<file path="src/sv/bde_pkg.sv">
// Package for the bipartition dropset extractor.
// Holds the shared opcode constants, the controller state type and the
// command and status structs. It depends on nothing else.
package bde_pkg;

  // Input opcodes.
  localparam logic OPC_LOAD = 1'b0;
  localparam logic OPC_CMP  = 1'b1;

  // Fixed field widths.
  localparam int unsigned CFG_W       = 7;
  localparam int unsigned TAXON_OUT_W = 16;
  localparam int unsigned MAP_IN_W    = 16;
  localparam int unsigned IDX_IN_W    = 6;

  // The taxon count after reset.
  localparam logic [CFG_W-1:0] TAXON_COUNT_RESET = 7'd64;

  typedef enum logic [2:0] {
    ST_IDLE,
    ST_COUNT,
    ST_PICK,
    ST_SCAN,
    ST_DRAIN,
    ST_EMIT
  } bde_state_t;

  // Commands from the controller to the datapath.
  typedef struct packed {
    logic load;
    logic start;
    logic count_step;
    logic pick;
    logic scan_step;
    logic emit_pop;
  } bde_cmd_t;

  // Status from the datapath to the controller.
  typedef struct packed {
    logic count_done;
    logic scan_last;
    logic last_out;
  } bde_status_t;

endpackage

</file>
<file path="src/sv/bde_ctrl.sv">
// Controller state machine of the bipartition dropset extractor.
// Sequences count, pick, scan, drain and emit phases; uses bde_pkg.
module bde_ctrl (
  input  logic             clk,
  input  logic             rst,
  input  logic             in_valid,
  input  logic             opcode,
  input  logic             out_stall,
  input  bde_pkg::bde_status_t status,
  output logic             in_stall,
  output logic             out_valid,
  output bde_pkg::bde_cmd_t cmd
);
  import bde_pkg::*;

  bde_state_t state;
  bde_state_t state_next;
  logic       in_acc;
  logic       out_acc;

  assign in_acc  = in_valid && (state == ST_IDLE);
  assign out_acc = (state == ST_EMIT) && !out_stall;

  // State register.
  always_ff @(posedge clk) begin
    if (rst) begin
      state <= ST_IDLE;
    end else begin
      state <= state_next;
    end
  end

  // Next state.
  always_comb begin
    state_next = state;
    case (state)
      ST_IDLE: begin
        if (in_acc && (opcode == OPC_CMP)) state_next = ST_COUNT;
      end
      ST_COUNT: begin
        if (status.count_done) state_next = ST_PICK;
      end
      ST_PICK:  state_next = ST_SCAN;
      ST_SCAN: begin
        if (status.scan_last) state_next = ST_DRAIN;
      end
      ST_DRAIN: state_next = ST_EMIT;
      ST_EMIT: begin
        if (out_acc && status.last_out) state_next = ST_IDLE;
      end
      default:  state_next = ST_IDLE;
    endcase
  end

  // Outputs and datapath commands.
  always_comb begin
    in_stall       = (state != ST_IDLE);
    out_valid      = (state == ST_EMIT);
    cmd            = '0;
    cmd.load       = in_acc && (opcode == OPC_LOAD);
    cmd.start      = in_acc && (opcode == OPC_CMP);
    cmd.count_step = (state == ST_COUNT);
    cmd.pick       = (state == ST_PICK);
    cmd.scan_step  = (state == ST_SCAN);
    cmd.emit_pop   = out_acc;
  end

endmodule

</file>
<file path="src/sv/bde_datapath.sv">
// Datapath of the bipartition dropset extractor: taxon map memory,
// chunked popcount, bit scan and sorted insertion list. Uses bde_pkg.
module bde_datapath #(
  parameter int unsigned MAX_TAXA      = 64,
  parameter int unsigned TAXON_ID_BITS = 16
) (
  input  logic                             clk,
  input  logic                             rst,
  input  bde_pkg::bde_cmd_t                cmd,
  input  logic [bde_pkg::CFG_W-1:0]        taxon_count,
  input  logic [bde_pkg::IDX_IN_W-1:0]     map_index,
  input  logic [bde_pkg::MAP_IN_W-1:0]     map_value,
  input  logic [63:0]                      induced_bip,
  input  logic [63:0]                      small_bip,
  output bde_pkg::bde_status_t             status,
  output logic [bde_pkg::TAXON_OUT_W-1:0]  taxon_number,
  output logic                             is_matching,
  output logic                             last
);
  import bde_pkg::*;

  localparam int unsigned AW     = $clog2(MAX_TAXA);
  localparam int unsigned CHUNKS = (MAX_TAXA + 7) / 8;
  localparam int unsigned CW     = (CHUNKS > 1) ? $clog2(CHUNKS) : 1;
  localparam int unsigned PW     = $clog2(MAX_TAXA + 1);
  localparam int unsigned LD     = MAX_TAXA / 2;
  localparam int unsigned NW     = $clog2(LD + 1);

  typedef logic [TAXON_ID_BITS-1:0] id_t;

  // Taxon map memory and its registered read port.
  id_t map_mem [MAX_TAXA];
  id_t rd_data;
  logic rd_pend;

  logic [CFG_W-1:0]      act;
  logic [MAX_TAXA-1:0]   act_mask;
  logic [MAX_TAXA-1:0]   diff;
  logic [CHUNKS*8-1:0]   cnt_sh;
  logic [CW-1:0]         chunk;
  logic [PW-1:0]         pc;
  logic [3:0]            chunk_ones;
  logic [MAX_TAXA-1:0]   sel;
  logic [AW-1:0]         idx;
  id_t                   list [LD];
  id_t                   list_ins [LD];
  logic [LD-1:0]         keep;
  logic [NW-1:0]         n;
  logic [31:0]           wr_wide;
  logic [31:0]           head_wide;
  logic                  keep_cross;

  // Active taxon count, clamped to the table size.
  always_comb begin
    if (taxon_count > CFG_W'(MAX_TAXA)) act = CFG_W'(MAX_TAXA);
    else act = taxon_count;
    for (int k = 0; k < MAX_TAXA; k++) begin
      act_mask[k] = (CFG_W'(k) < act);
    end
  end

  assign wr_wide = 32'(map_value);

  // Map memory write on a load transfer; reads come from the scan index.
  always_ff @(posedge clk) begin
    if (cmd.load && ({1'b0, map_index} < 7'(MAX_TAXA))) begin
      map_mem[map_index[AW-1:0]] <= wr_wide[TAXON_ID_BITS-1:0];
    end
    rd_data <= map_mem[idx];
  end

  // Ones in the low byte of the count shifter.
  always_comb begin
    chunk_ones = '0;
    for (int b = 0; b < 8; b++) begin
      chunk_ones = chunk_ones + 4'(cnt_sh[b]);
    end
  end

  // The cross pair is kept unless AND plus NOR is strictly smaller,
  // that is unless act - pc < pc.
  assign keep_cross = !((PW+1)'(act) < ({1'b0, pc} << 1));

  // Insertion cells: entries not above the new value stay put.
  always_comb begin
    for (int j = 0; j < LD; j++) begin
      keep[j] = (NW'(j) < n) && !(list[j] > rd_data);
    end
    list_ins[0] = keep[0] ? list[0] : rd_data;
    for (int j = 1; j < LD; j++) begin
      if (keep[j]) list_ins[j] = list[j];
      else if (keep[j-1]) list_ins[j] = rd_data;
      else list_ins[j] = list[j-1];
    end
  end

  // Control registers of the datapath.
  always_ff @(posedge clk) begin
    if (rst) begin
      rd_pend <= 1'b0;
      n       <= '0;
      chunk   <= '0;
      idx     <= '0;
    end else begin
      rd_pend <= cmd.scan_step && sel[0];
      if (cmd.start) begin
        chunk <= '0;
      end else if (cmd.count_step) begin
        chunk <= chunk + 1'b1;
      end
      if (cmd.pick) begin
        n   <= '0;
        idx <= '0;
      end else begin
        if (cmd.scan_step) idx <= idx + 1'b1;
        if (rd_pend) begin
          n <= n + 1'b1;
        end else if (cmd.emit_pop && (n != '0)) begin
          n <= n - 1'b1;
        end
      end
    end
  end

  // Payload registers: masks, count, scan shifter and sorted list.
  always_ff @(posedge clk) begin
    if (cmd.start) begin
      diff   <= (induced_bip[MAX_TAXA-1:0] ^ small_bip[MAX_TAXA-1:0]) & act_mask;
      cnt_sh <= (CHUNKS*8)'((induced_bip[MAX_TAXA-1:0] ^ small_bip[MAX_TAXA-1:0])
                & act_mask);
      pc     <= '0;
    end else if (cmd.count_step) begin
      cnt_sh <= cnt_sh >> 8;
      pc     <= pc + PW'(chunk_ones);
    end
    if (cmd.pick) begin
      sel <= keep_cross ? diff : (~diff & act_mask);
    end else if (cmd.scan_step) begin
      sel <= sel >> 1;
    end
    if (rd_pend) begin
      for (int j = 0; j < LD; j++) list[j] <= list_ins[j];
    end else if (cmd.emit_pop) begin
      for (int j = 0; j < LD - 1; j++) list[j] <= list[j+1];
    end
  end

  // Result fields from the head of the list.
  assign head_wide    = 32'(list[0]);
  assign is_matching  = (n == '0);
  assign taxon_number = is_matching ? '0 : head_wide[TAXON_OUT_W-1:0];
  assign last         = (n <= NW'(1));

  always_comb begin
    status            = '0;
    status.count_done = (chunk == CW'(CHUNKS - 1));
    status.scan_last  = (idx == AW'(MAX_TAXA - 1));
    status.last_out   = last;
  end

endmodule

</file>
<file path="src/sv/bipartition_dropset_extract.sv">
// Bipartition dropset extractor. A load item (opcode 0) writes one taxon
// map entry. A compare item (opcode 1) is held while the difference mask
// is counted 8 bits a cycle, then every bit position is scanned once,
// reading the map memory and inserting the number of each selected taxon
// into a sorted list. Results then leave one per cycle while out_stall is
// low, ascending, and the next item is taken once the last result has
// been transferred.
module bipartition_dropset_extract #(
  parameter int unsigned MAX_TAXA      = 64,
  parameter int unsigned TAXON_ID_BITS = 16
) (
  input  logic                            clk,
  input  logic                            rst,
  input  logic                            cfg_valid,
  output logic                            cfg_ready,
  input  logic [bde_pkg::CFG_W-1:0]       cfg_data,
  input  logic                            in_valid,
  output logic                            in_stall,
  input  logic                            opcode,
  input  logic [bde_pkg::IDX_IN_W-1:0]    map_index,
  input  logic [bde_pkg::MAP_IN_W-1:0]    map_value,
  input  logic [63:0]                     induced_bip,
  input  logic [63:0]                     small_bip,
  output logic                            out_valid,
  input  logic                            out_stall,
  output logic [bde_pkg::TAXON_OUT_W-1:0] taxon_number,
  output logic                            is_matching,
  output logic                            last
);
  import bde_pkg::*;

  bde_cmd_t          cmd;
  bde_status_t       status;
  logic [CFG_W-1:0]  taxon_count;

  // Taxon count register; writes are always taken.
  assign cfg_ready = 1'b1;

  always_ff @(posedge clk) begin
    if (rst) begin
      taxon_count <= TAXON_COUNT_RESET;
    end else if (cfg_valid && cfg_ready) begin
      taxon_count <= cfg_data;
    end
  end

  bde_ctrl u_ctrl (
    .clk       (clk),
    .rst       (rst),
    .in_valid  (in_valid),
    .opcode    (opcode),
    .out_stall (out_stall),
    .status    (status),
    .in_stall  (in_stall),
    .out_valid (out_valid),
    .cmd       (cmd)
  );

  bde_datapath #(
    .MAX_TAXA      (MAX_TAXA),
    .TAXON_ID_BITS (TAXON_ID_BITS)
  ) u_datapath (
    .clk          (clk),
    .rst          (rst),
    .cmd          (cmd),
    .taxon_count  (taxon_count),
    .map_index    (map_index),
    .map_value    (map_value),
    .induced_bip  (induced_bip),
    .small_bip    (small_bip),
    .status       (status),
    .taxon_number (taxon_number),
    .is_matching  (is_matching),
    .last         (last)
  );

endmodule

</file>
<file path="config.mk">
export PLATFORM = sky130hd
export DESIGN_NAME = bipartition_dropset_extract
export DESIGN_NICKNAME = d
export VERILOG_FILES = /design/src/sv/bde_pkg.sv /design/src/sv/bde_ctrl.sv /design/src/sv/bde_datapath.sv /design/src/sv/bipartition_dropset_extract.sv
export SDC_FILE = /design/constraint.sdc
export NUM_CORES = 2
export LEC_CHECK = 0
export BUFFER_PORTS_ARGS = -buffer_cell sky130_fd_sc_hd__buf_2
export CORE_ASPECT_RATIO = 1.4
export CORE_MARGIN = 2
export CORE_UTILIZATION = 30
export DETAILED_ROUTE_END_ITERATION = 10
export HOLD_SLACK_MARGIN = 0.03
export PLACE_DENSITY = 0.5
export SETUP_SLACK_MARGIN = 0.05
export SYNTH_ARGS = -nofsm -noshare
export SYNTH_HDL_FRONTEND = slang
export SYNTH_SLANG_ARGS = --single-unit
</file>
<file path="constraint.sdc">
create_clock -name clk -period 6.92 [get_ports clk]
set_clock_uncertainty 0.2 [all_clocks]
set_input_delay 0.692 -clock clk [delete_from_list [all_inputs] [get_ports clk]]
set_output_delay 0.692 -clock clk [all_outputs]
set_load 0.02 [all_outputs]
</file>
==> results.md <==
* Die Wd at 481 um
* Number of global-route vias before repair at 70156
* Depth of the worst hold-timing path at 3
* Data arrival at the endpoint of the critical path at 4480 ps
* Min Clock Period, post-route at around 5400 ps
* Run status: finished, final reports clean
* Number of setup buffers added after CTS at 0
* Largest cells by area after synthesis: sky130_fd_sc_hd__edfxtp_1 54%, sky130_fd_sc_hd__ha_1 7.0%, sky130_fd_sc_hd__mux4_2 6.1%
* Fraction of synthesis flops using an asynchronous set or reset pin at 0%
* Worst-case headroom to the max-slew limit at about 15%
* Yosys warning count at 0
* Average cell area after synthesis at 12.3 um^2
* Reg-to-reg critical path startpoint: u_datapath.n[1]
* Beginning of the worst hold path: small_bip[60]
* Synth top area share at roughly 54%
* Yosys cell types at between 90 and 100
* H-Tree Depth at 4
* Number of enable flip-flop cells after synthesis at 1728
* Max Freq at 186 MHz
* Via total after detailed routing at 70046
* Clock sink total at 1777
* Core footprint at 317000 um^2
* Setup TNS Final at 0 ps
* Hold crit path type: primary input to register
* Detailed-route wire length per cell at 27.5 um
* First drt pass iteration count at 7
* Post-synthesis cell count at between 7000 and 8000
* First DRT Iteration DRCs at 6629
* Post-CTS Hold Buffers at 29
* Crit Path Max Fanout at 21
* Data required time at the worst endpoint at 6030 ps
* Period Utilization, post-route at between 70% and 80%
* Detailed Route WL at roughly 330 mm
* Total chip power at 0.0237 W
* Boundary Pins at 184
* Power Density at 220 nW/um^2
* Final core utilization at 33.9%
* Most used flip-flop cell after synthesis: sky130_fd_sc_hd__edfxtp_1
* Cells on worst reg2reg path at 7
* Port Buffers at 182
* Antenna violations before repair at 20
* Starting density of the core at about 30%
* Placer congestion estimate at slightly below 0.9
* Final cell count without fillers at 12150
* Final Hold Viols at 0
* Dpl ws at between 2000 and 2500 ps
* End point of the worst hold path: u_datapath.diff[60]
* Flops & latches, synth at 1777
* Area growth, synth to finish at 12.7%
* Clock transition at path regs at roughly 60 ps
* Dominant cell type by area after synthesis: sky130_fd_sc_hd__edfxtp_1
* Number of nets in the synthesized netlist at 8468
* CTS tree: done
* Number of cells after detailed placement at about 12000
* Setup slack on the worst flop-to-flop path at 2070 ps
* Share of final-layout standard cells stronger than drive strength 1 at 16.5%
* Final critical-path setup slack at 1550 ps
* Grt ovf at 0
* Global-route wire length before repair at between 400 and 500 mm
* Part of the Yosys area used for sequential elements at 55.4%
* Half-perimeter wire length of the detailed placement result at 219 mm
* Crit path launch type: register
* Unrepaired setup endpoints after global routing: no
* Clock buffers created by TritonCTS at between 150 and 200
* Endpoint type of the worst setup path: output pin
* CP startpoint: u_datapath.n[1]
* End of the worst register-to-register path: u_datapath.list[2][120]
* Clock latency reported for the late side of the worst-skew pair at 920 ps
* Via-to-Cell Ratio at 5.77
* Area of the die at 323000 um^2
* Die Span Y at 671 um
* Root buffer cell: sky130_fd_sc_hd__clkbuf_16
* Tightest Pin Transition at between 1000 and 1500 ps
* Number of routed nets with antenna violations at 0
* Final net count at 8486
* Leakage power of the design at about 35 nW
* Pin count of the biggest net entering global routing at 165
* Post-cts resize count at 0
* Synthesized cell area at 95400 um^2
* GRT Resource Usage Total at around a fifth
* Final setup violation count at 0
* # DRC at 0
* Type of the worst setup path: register to output pin
* Std cell rows at 245
* Peak supply drop at 0.000239 V
* Bufs on Longest Clock Path at 4
* Pins over their slew limit at 0
* # Max-Cap Violations at 0
[flip-flops by register name, indices dropped and copies added, names as in the netlist, 7 cells and up]
register	flops
taxon_count	7
u_datapath.cnt_sh	64
u_datapath.diff	64
u_datapath.list	512
u_datapath.map_mem	1024
u_datapath.pc	7
u_datapath.rd_data	16
u_datapath.sel	64
[cells in the mapped netlist, types with 48 or more instances]
| library cell | count |
|---|---|
| sky130_fd_sc_hd__edfxtp_1 | 1728 |
| sky130_fd_sc_hd__o21ai_0 | 613 |
| sky130_fd_sc_hd__nand2_1 | 589 |
| sky130_fd_sc_hd__ha_1 | 530 |
| sky130_fd_sc_hd__nor2_1 | 488 |
| sky130_fd_sc_hd__clkbuf_1 | 388 |
| sky130_fd_sc_hd__a21oi_1 | 379 |
| sky130_fd_sc_hd__nor3_1 | 296 |
| sky130_fd_sc_hd__nand3_1 | 287 |
| sky130_fd_sc_hd__mux4_2 | 258 |
| sky130_fd_sc_hd__inv_1 | 250 |
| sky130_fd_sc_hd__o221a_2 | 237 |
| sky130_fd_sc_hd__o221ai_1 | 187 |
| sky130_fd_sc_hd__buf_2 | 183 |
| sky130_fd_sc_hd__o311a_1 | 149 |
| sky130_fd_sc_hd__mux2i_1 | 113 |
| sky130_fd_sc_hd__nand4_1 | 106 |
| sky130_fd_sc_hd__a22oi_1 | 82 |
| sky130_fd_sc_hd__xnor2_1 | 74 |
| sky130_fd_sc_hd__a21o_1 | 72 |
| sky130_fd_sc_hd__o31ai_1 | 56 |
| sky130_fd_sc_hd__o22ai_1 | 51 |
| sky130_fd_sc_hd__dfxtp_1 | 49 |
| sky130_fd_sc_hd__o221a_1 | 49 |
| sky130_fd_sc_hd__a31oi_1 | 48 |
[metrics by stage]
step / hold slack [ps] / cell area, um^2
4_1_cts: 32.8 / 107000
5_1_grt: 58.5 / 107000
6_report: 60.7 / 108000
3_3_place_gp: 274 / 101000
2_1_floorplan: 251 / 95400
3_5_place_dp: 283 / 101000
[how the worst max path moves through the flow]
stage	end	slack, ps	cells after the start
floorplan	u_datapath.list[3][100]	2020	11
global placement	u_datapath.list[2][116]	2310	7
detailed placement	u_datapath.list[2][120]	2230	7
CTS	last	1580	5
global route	last	1420	5
finish	last	1550	5
[area by class of cell]
cell class              instances  area (um^2)
clock buffers                 253         5160
fillers                     31089       210000
diodes                         12         30.0
flip-flops and latches       1777        52900
multi-input cells            5113        39200
inverters                     255          960
clock inverters                96          936
well taps                    4199         5250
repair buffers                445         3100
[routing by layer]
layer  wire [um]  global-route usage, %  vias to the layer above
met1      124000                   23.1                    35323
met2      166000                   34.9                     2990
met3       20700                   3.04                      966
met4       23400                   12.2                       12
met5          81                      0                        -
li1            -                      -                    30755
[worst max-delay path, cell delays in order (launching register included)]
cell	delay, ps
sky130_fd_sc_hd__dfxtp_1	900
sky130_fd_sc_hd__inv_1	160
sky130_fd_sc_hd__ha_1	410
sky130_fd_sc_hd__o21ai_2	870
sky130_fd_sc_hd__clkinv_1	890
sky130_fd_sc_hd__buf_2	440
[placed cells by master (no fill, tap or decap), types with 182 or more instances in the layout]
cell	count
sky130_fd_sc_hd__a21oi_1	379
sky130_fd_sc_hd__buf_2	182
sky130_fd_sc_hd__buf_4	223
sky130_fd_sc_hd__clkbuf_16	197
sky130_fd_sc_hd__edfxtp_1	1728
sky130_fd_sc_hd__ha_1	530
sky130_fd_sc_hd__inv_1	235
sky130_fd_sc_hd__mux4_2	258
sky130_fd_sc_hd__nand2_1	588
sky130_fd_sc_hd__nand3_1	286
sky130_fd_sc_hd__nor2_1	463
sky130_fd_sc_hd__nor3_1	296
sky130_fd_sc_hd__o21ai_0	609
sky130_fd_sc_hd__o221a_2	237
sky130_fd_sc_hd__o221ai_1	187
[logic make-up (layout without fill, tap and decap cells)]
logic type	Yosys count	in the layout	share of synthesized area, %
muxes	381	381	7.39
xor gates and xnor gates	80	80	0.734
AOI/OAI and AO/OA	2121	2121	15.8
buffers and inverters	880	1049	3.81
adders and majority gates	535	535	7.06
DFF	1777	1777	55.4
other	1	13	0.00393
and+or+nand+nor	1995	1995	9.76
[power by group]
| part | switching, W | internal [W] |
|---|---|---|
| Sequential | 0.0000838 | 0.0120 |
| Clock | 0.00453 | 0.00585 |
| Combinational | 0.000821 | 0.000432 |
Note: power is estimated with default switching activity, not from simulation.
